<file path="src/rtl/core/bltb_map.sv">
// Maps one pixel axis to a fetch coordinate, a filter fraction and an in-quad flag.
// Three register stages; uses bltb_pkg only through the caller's widths.
module bltb_map #(
  parameter int TEX_MAX_SIDE = 256,
  parameter int FRAC_BITS    = 8
) (
  input  logic                            clk,
  input  logic                            en,
  input  logic [11:0]                     pos,
  input  logic [23:0]                     org,
  input  logic [24:0]                     inv,
  input  logic [8:0]                      size,
  output logic                            in_quad,
  output logic [$clog2(TEX_MAX_SIDE)-1:0] fetch,
  output logic [FRAC_BITS-1:0]            frac
);
  localparam int CW = $clog2(TEX_MAX_SIDE);

  logic signed [25:0] p1;
  logic signed [51:0] u2;
  logic [8:0]  size_c;
  logic [8:0]  sz2;
  logic        low;
  logic        is_one;
  logic        sat;
  logic [31:0] u32;
  logic [41:0] t;
  logic        in_quad_next;
  logic [CW-1:0] fetch_next;
  logic [FRAC_BITS-1:0] frac_next;

  always_ff @(posedge clk) begin
    if (en) begin
      p1 <= $signed({5'd0, pos, 8'h00}) - $signed({{2{org[23]}}, org});
      u2 <= p1 * $signed({1'b0, inv});
      in_quad <= in_quad_next;
      fetch <= fetch_next;
      frac <= frac_next;
    end
  end

  always_comb begin
    if (size < 9'd2) begin
      size_c = 9'd2;
    end else if ({4'd0, size} > 13'(TEX_MAX_SIDE)) begin
      size_c = 9'(TEX_MAX_SIDE);
    end else begin
      size_c = size;
    end
    sz2    = size_c - 9'd2;
    low    = (u2[51:32] == 20'd0);
    is_one = (u2[51:32] == 20'd1) && (u2[31:0] == 32'd0);
    // A positive U above one clamps to one; a negative one clamps to zero.
    sat    = !u2[51] && !low;
    in_quad_next = low || is_one;
    u32 = low ? u2[31:0] : 32'd0;
    t = {10'd0, u32} * {33'd0, sz2} + 42'h0_8000_0000;
    if (sat) begin
      fetch_next = CW'(sz2);
      frac_next  = {1'b1, {(FRAC_BITS-1){1'b0}}};
    end else begin
      fetch_next = CW'(t[41:32]);
      frac_next  = t[31 -: FRAC_BITS];
    end
  end
endmodule

</file>
<file path="config.mk">
export PLATFORM = sky130hd
export DESIGN_NAME = bltb_map
export DESIGN_NICKNAME = d
export VERILOG_FILES = /design/src/rtl/core/bltb_map.sv
export SDC_FILE = /design/constraint.sdc
export NUM_CORES = 2
export LEC_CHECK = 0
export ABC_AREA = 0
export ABC_CLOCK_PERIOD_IN_PS = 13100
export BUFFER_PORTS_ARGS = -buffer_cell sky130_fd_sc_hd__buf_2
export CORE_AREA = 5 5 283 285
export DETAILED_ROUTE_END_ITERATION = 16
export DIE_AREA = 0 0 288 290
export SETUP_SLACK_MARGIN = 0.4
export SYNTH_ARGS = -nofsm -noshare
export SYNTH_HDL_FRONTEND = slang
export SYNTH_SLANG_ARGS = --single-unit
</file>
<file path="constraint.sdc">
create_clock -name clk -period 13.1 [get_ports clk]
set_input_delay 1.31 -clock clk [delete_from_list [all_inputs] [get_ports clk]]
set_output_delay 1.31 -clock clk [all_outputs]
set_load 0.02 [all_outputs]
</file>
# After elaboration in Yosys (flattened, before gate mapping)
# Cells that the tools add are included.
op_classes:
  n_addsub: 3
  n_mul: 2
  div: 0
  order_cmp: 2
  n_eq_ne: 1
  shifts: 0
  n_mux: 4
  n_bitwise: 0
  n_reduce_logical: 7
ops:
  columns: ["op", "n"]
  rows:
  - ["$mul 25x26->51", 1]
  - ["$add 40x32->40 const B", 1]
  - ["$mul 32x9->40", 1]
  - ["$logic_not 32->1", 1]
  - ["$mux 32", 1]
  - ["$sub 21x24->25", 1]
  - ["$eq 20x1->1 const B", 1]
  - ["$logic_not 20->1", 1]
  - ["$mux 9", 2]
  - ["$gt 9x9->1 const B", 1]
  - ["$lt 9x2->1 const B", 1]
  - ["$sub 9x2->9 const B", 1]
  - ["$mux 8", 1]
  - ["$logic_and 1x1->1", 2]
  - ["$logic_not 1->1", 2]
  - ["$logic_or 1x1->1", 1]
word_totals:
  reg_bits: 94
  latchBits: 0
  ram_bits: 0
  mem_bits_ro: 0
  output_inout_bits: 17
  elab_cells: 24
  memories: 0

# Logic depth before layout (Yosys ltp)
logic_depth:
  ltp_word: 7
  mapped_depth: 29
  depth_no_buf: 29

# Worst setup path before layout
# OpenSTA, ideal clock, no wires.
synth_timing:
  path_kind: "in2reg"
  start: "input port inv[16]"
  end: "register u2[47] (data pin)"
  arrival_time_ns: 7.682
  required_ns: 12.840
  slack_ns: 5.159
  stages: 26
  cell_sequence: "clkbuf_1 nand2_1 fa_1 inv_1 fa_1 fa_1 inv_1 fa_1 inv_1 fa_1 inv_1 fa_1 inv_1 fa_1 ha_1 clkbuf_1 nand3_1 or2_2 or4b_1 o31a_1 nand2_1 o221ai_2 o311ai_1 and3_1 nor3_1 xnor2_1"
synth_between:
  elab_chain_cells: 1
synth_lines:
  columns: ["item", "line", "rtl"]
  rows:
  - ["start, declared", "11", "input logic [24:0] inv,"]
  - ["$mul 25x26->51", "35", "u2 <= p1 * $signed({1'b0, inv});"]
  - ["end signal, assigned", "35", null]
  - ["end, declared", "20", "logic signed [51:0] u2;"]
# Every way passes these cells.
# A chain may end at the register's enable or synchronous reset.

# Final worst setup path
layout_timing:
  start: "input port size[2]"
  end: "register fetch[6] (data pin)"
layout_between:
  elab_chain_cells: 7
  word_cells_on_any_way: 8
layout_lines:
  columns: ["item", "line", "rtl"]
  rows:
  - ["start, declared", "12", "input logic [8:0] size,"]
  - ["$gt 9x9->1", "45", "end else if ({4'd0, size} > 13'(TEX_MAX_SIDE)) begin"]
  - ["$mux 9", "45", null]
  - ["$mux 9 (*)", "43", "if (size < 9'd2) begin"]
  - ["$sub 9x2->9 (*)", "50", "sz2 = size_c - 9'd2;"]
  - ["$mul 32x9->40", "57", "t = {10'd0, u32} * {33'd0, sz2} + 42'h0_8000_0000;"]
  - ["$add 40x32->40", "57", null]
  - ["$mux 8 (*)", "58", "if (sat) begin"]
  - ["named net fetch_next[6]", "29", "logic [CW-1:0] fetch_next;"]
  - ["end signal, assigned", "37", "fetch <= fetch_next;"]
  - ["end, declared", "14", "output logic [$clog2(TEX_MAX_SIDE)-1:0] fetch,"]
# Mark *: on every way through the listed nets, which the timed path passes. The rest lies on a longest branch.

==> impl_metrics.tcl <==
set metrics [dict create \
    cts_num_sinks 93 \
    grt_first_pass_wirelength_mm 139 \
    syn_avg_cell_area_um2 9.17 \
    min_period_ps 8730 \
    drt_iter0_markers 1163 \
    hold_path_class "flop to flop" \
    clkTransAtPathRegs_ps 90 \
    status "completed" \
    crit_type "primary input to flop" \
    worstPathRequired_ps 13240 \
    io_pins 89 \
    dpl.hpwl_mm 68.6 \
    drt-total-wl_mm 84.8 \
    finalSetupViolations 0 \
    cts_tree "yes" \
    maxSlewHeadroom 0.223 \
    post_cts_buffers 0 \
    via_per_inst 5.12 \
    cp-end-kind "flop" \
    die_w_um 288 \
    fin_tns_setup_ps 0 \
    std_cell_rows 102 \
    ys.flop_type "edfxtp_1" \
    root_buffer "clkbuf_16" \
    post-place-ws_ps 3970 \
    grt_max_degree 56 \
    via_count 23819 \
    nFillCells 7663 \
    fmax_mhz 115 \
    synth_edf_count 93 \
    hold_viol_final 0 \
    antenna_found_initial 9 \
    yosysSeqAreaShare 0.0847 \
    ys_types 64 \
    syn_inst 3595 \
    yosys_warnings 0 \
    layout_setup_ws_ps 4370 \
    dieArea_um2 83500 \
    dr.pass1.iters 5 \
    cts_resized 0 \
    grt-ovfl-total 0 \
    async_reset_ff_frac 0 \
    final_cell_mix "inv_1, fa_1, nand2_1" \
    drc 0 \
    clk_latency_ps 390 \
    first_global_vias 25819 \
    mostFrequentLayoutCell "inv_1" \
    start_util 0.428 \
    skew_ps 17.9 \
    nNetsFinal 4722 \
    syn_area_um2 33000 \
    die_y_um 290 \
    wl_per_cell_um 18.2 \
    cp-start-kind "primary input" \
    clockBufferDepth 2 \
    core_area_um2 77100 \
    tightestPinTransition_ps 1170 \
    fin_util 0.452 \
    area_delta_synth_final_pct 5.70 \
    ctsHoldBuffers 0 \
    crit_fanout 20 \
    routabilityCongestion 0.854 \
    drive_gt1_frac 0.0444 \
    ys_ff_latch 93 \
    rsz0062_at_grt "no" \
    portBuffers 88 \
    slew_violations 0 \
    critPathArrivalTime_ps 8870 \
    drv_cap 0 \
    cts_made_buffers 9 \
    grt.total_usage 0.209 \
    htree_levels 3 \
    ant_nets 0 \
    period_share 0.666 \
]
per-layer routing:
metal / share of wire / vias to the layer above / wire length, um / global-route usage
li1: - / 10787 / - / -
met1: 0.42 / 12298 / 36000 / 0.278
met2: 0.50 / 599 / 42200 / 0.356
met3: 0.054 / 131 / 4540 / 0.0355
met4: 0.025 / 4 / 2080 / 0.0520
met5: 0.00024 / - / 20 / 0
worst max-delay path, stage by stage:
cell and delay (ps):
buf_2 130, nor4_1 480, a21oi_1 130, nor2_1 280, inv_1 80, ha_1 270
xnor2_1 200, nor2_1 640, buf_4 400, and2_1 200, fa_1 390, inv_1 90
fa_1 410, fa_1 500, inv_1 50, fa_1 430, ha_1 280, ha_1 310
a21oi_1 150, o21ai_0 160, o211ai_1 210, nand4b_1 170, o22ai_1 370, o21ai_1 200
a221o_2 440, a221oi_1 330, xor2_1 170, o21ai_1 70
layout make-up:
| class | instances | area [um^2] | share of cell area |
|---|---|---|---|
| clock inverters | 7 | 72.6 | 0.00208 |
| inverters | 815 | 3060 | 0.0878 |
| clock buffers | 9 | 225 | 0.00646 |
| flip-flops and latches | 93 | 2790 | 0.0801 |
| multi-input cells | 2563 | 26700 | 0.767 |
| repair buffers | 119 | 676 | 0.0194 |
| well taps | 1040 | 1300 | 0.0373 |
| diodes | 5 | 12.5 | 0.000359 |
final timing paths:
| path | start | to | slack [ps] | cells after the start |
|---|---|---|---|---|
| setup / recovery | size[2] | fetch[6] | 4370 | 28 |
| hold / removal | u2[42] | in_quad | 890 | 3 |
| setup reg to reg | p1[2] | u2[48] | 4930 | 23 |
| hold reg to reg | u2[42] | in_quad | 890 | 3 |
cells by family after synthesis:
kind of cell / after synthesis / synth area share
adders and majority gates: 1049 / 0.565
DFF: 93 / 0.0847
other: 2 / 0.000228
muxes: 4 / 0.00125
xor gates and xnor gates: 84 / 0.0223
and+or+nand+nor: 1150 / 0.169
AOI/OAI and AO/OA: 245 / 0.0475
buffers and inverters: 968 / 0.110
stage by stage:
| stage | instances | instance area [um^2] | hold slack [ps] |
|---|---|---|---|
| after detailed placement | 4630 | 34500 | 853 |
| after global placement | 4630 | 34500 | 853 |
| final | 4651 | 34900 | 888 |
| after global routing | 4648 | 34900 | 895 |
| after floorplan | 3624 | 33100 | 601 |
| after CTS | 4646 | 34800 | 869 |
registers in the layout, indices dropped and copies added (netlist names):
signal   cells
fetch        8
u2          51
frac         8
p1          25
in_quad      1
cells in the mapped netlist (3+ instances only):
cell | number | area (um^2)
a211oi_1 | 10 | 75.1
o31a_1 | 3 | 26.3
o21bai_1 | 11 | 82.6
a31oi_1 | 8 | 50.1
a21boi_0 | 3 | 22.5
xnor2_1 | 48 | 420
edfxtp_1 | 93 | 2790
buf_1 | 4 | 15.0
and3_1 | 14 | 87.6
nand3b_1 | 6 | 45.0
or3_1 | 6 | 37.5
clkbuf_1 | 149 | 559
nor3_1 | 41 | 205
nand2b_1 | 33 | 206
nand4_1 | 14 | 87.6
a221oi_1 | 5 | 43.8
and4_1 | 4 | 35.0
a21oi_1 | 83 | 415
o21a_1 | 7 | 52.6
nor2_1 | 109 | 409
nand4b_1 | 3 | 26.3
mux2i_1 | 3 | 30.0
inv_1 | 815 | 3060
ha_1 | 314 | 3930
and2_1 | 319 | 2000
nand3_1 | 35 | 175
xor2_1 | 36 | 315
o211ai_1 | 10 | 75.1
or2_2 | 6 | 37.5
nor2b_1 | 12 | 75.1
nand2_1 | 526 | 1970
o21ai_0 | 44 | 220
nor4_1 | 15 | 93.8
a21o_1 | 32 | 240
o21ai_1 | 3 | 15.0
fa_1 | 735 | 14700
Power is not shown: default switching activity piles up to over one toggle a cycle in this logic, so the estimate is an artifact.
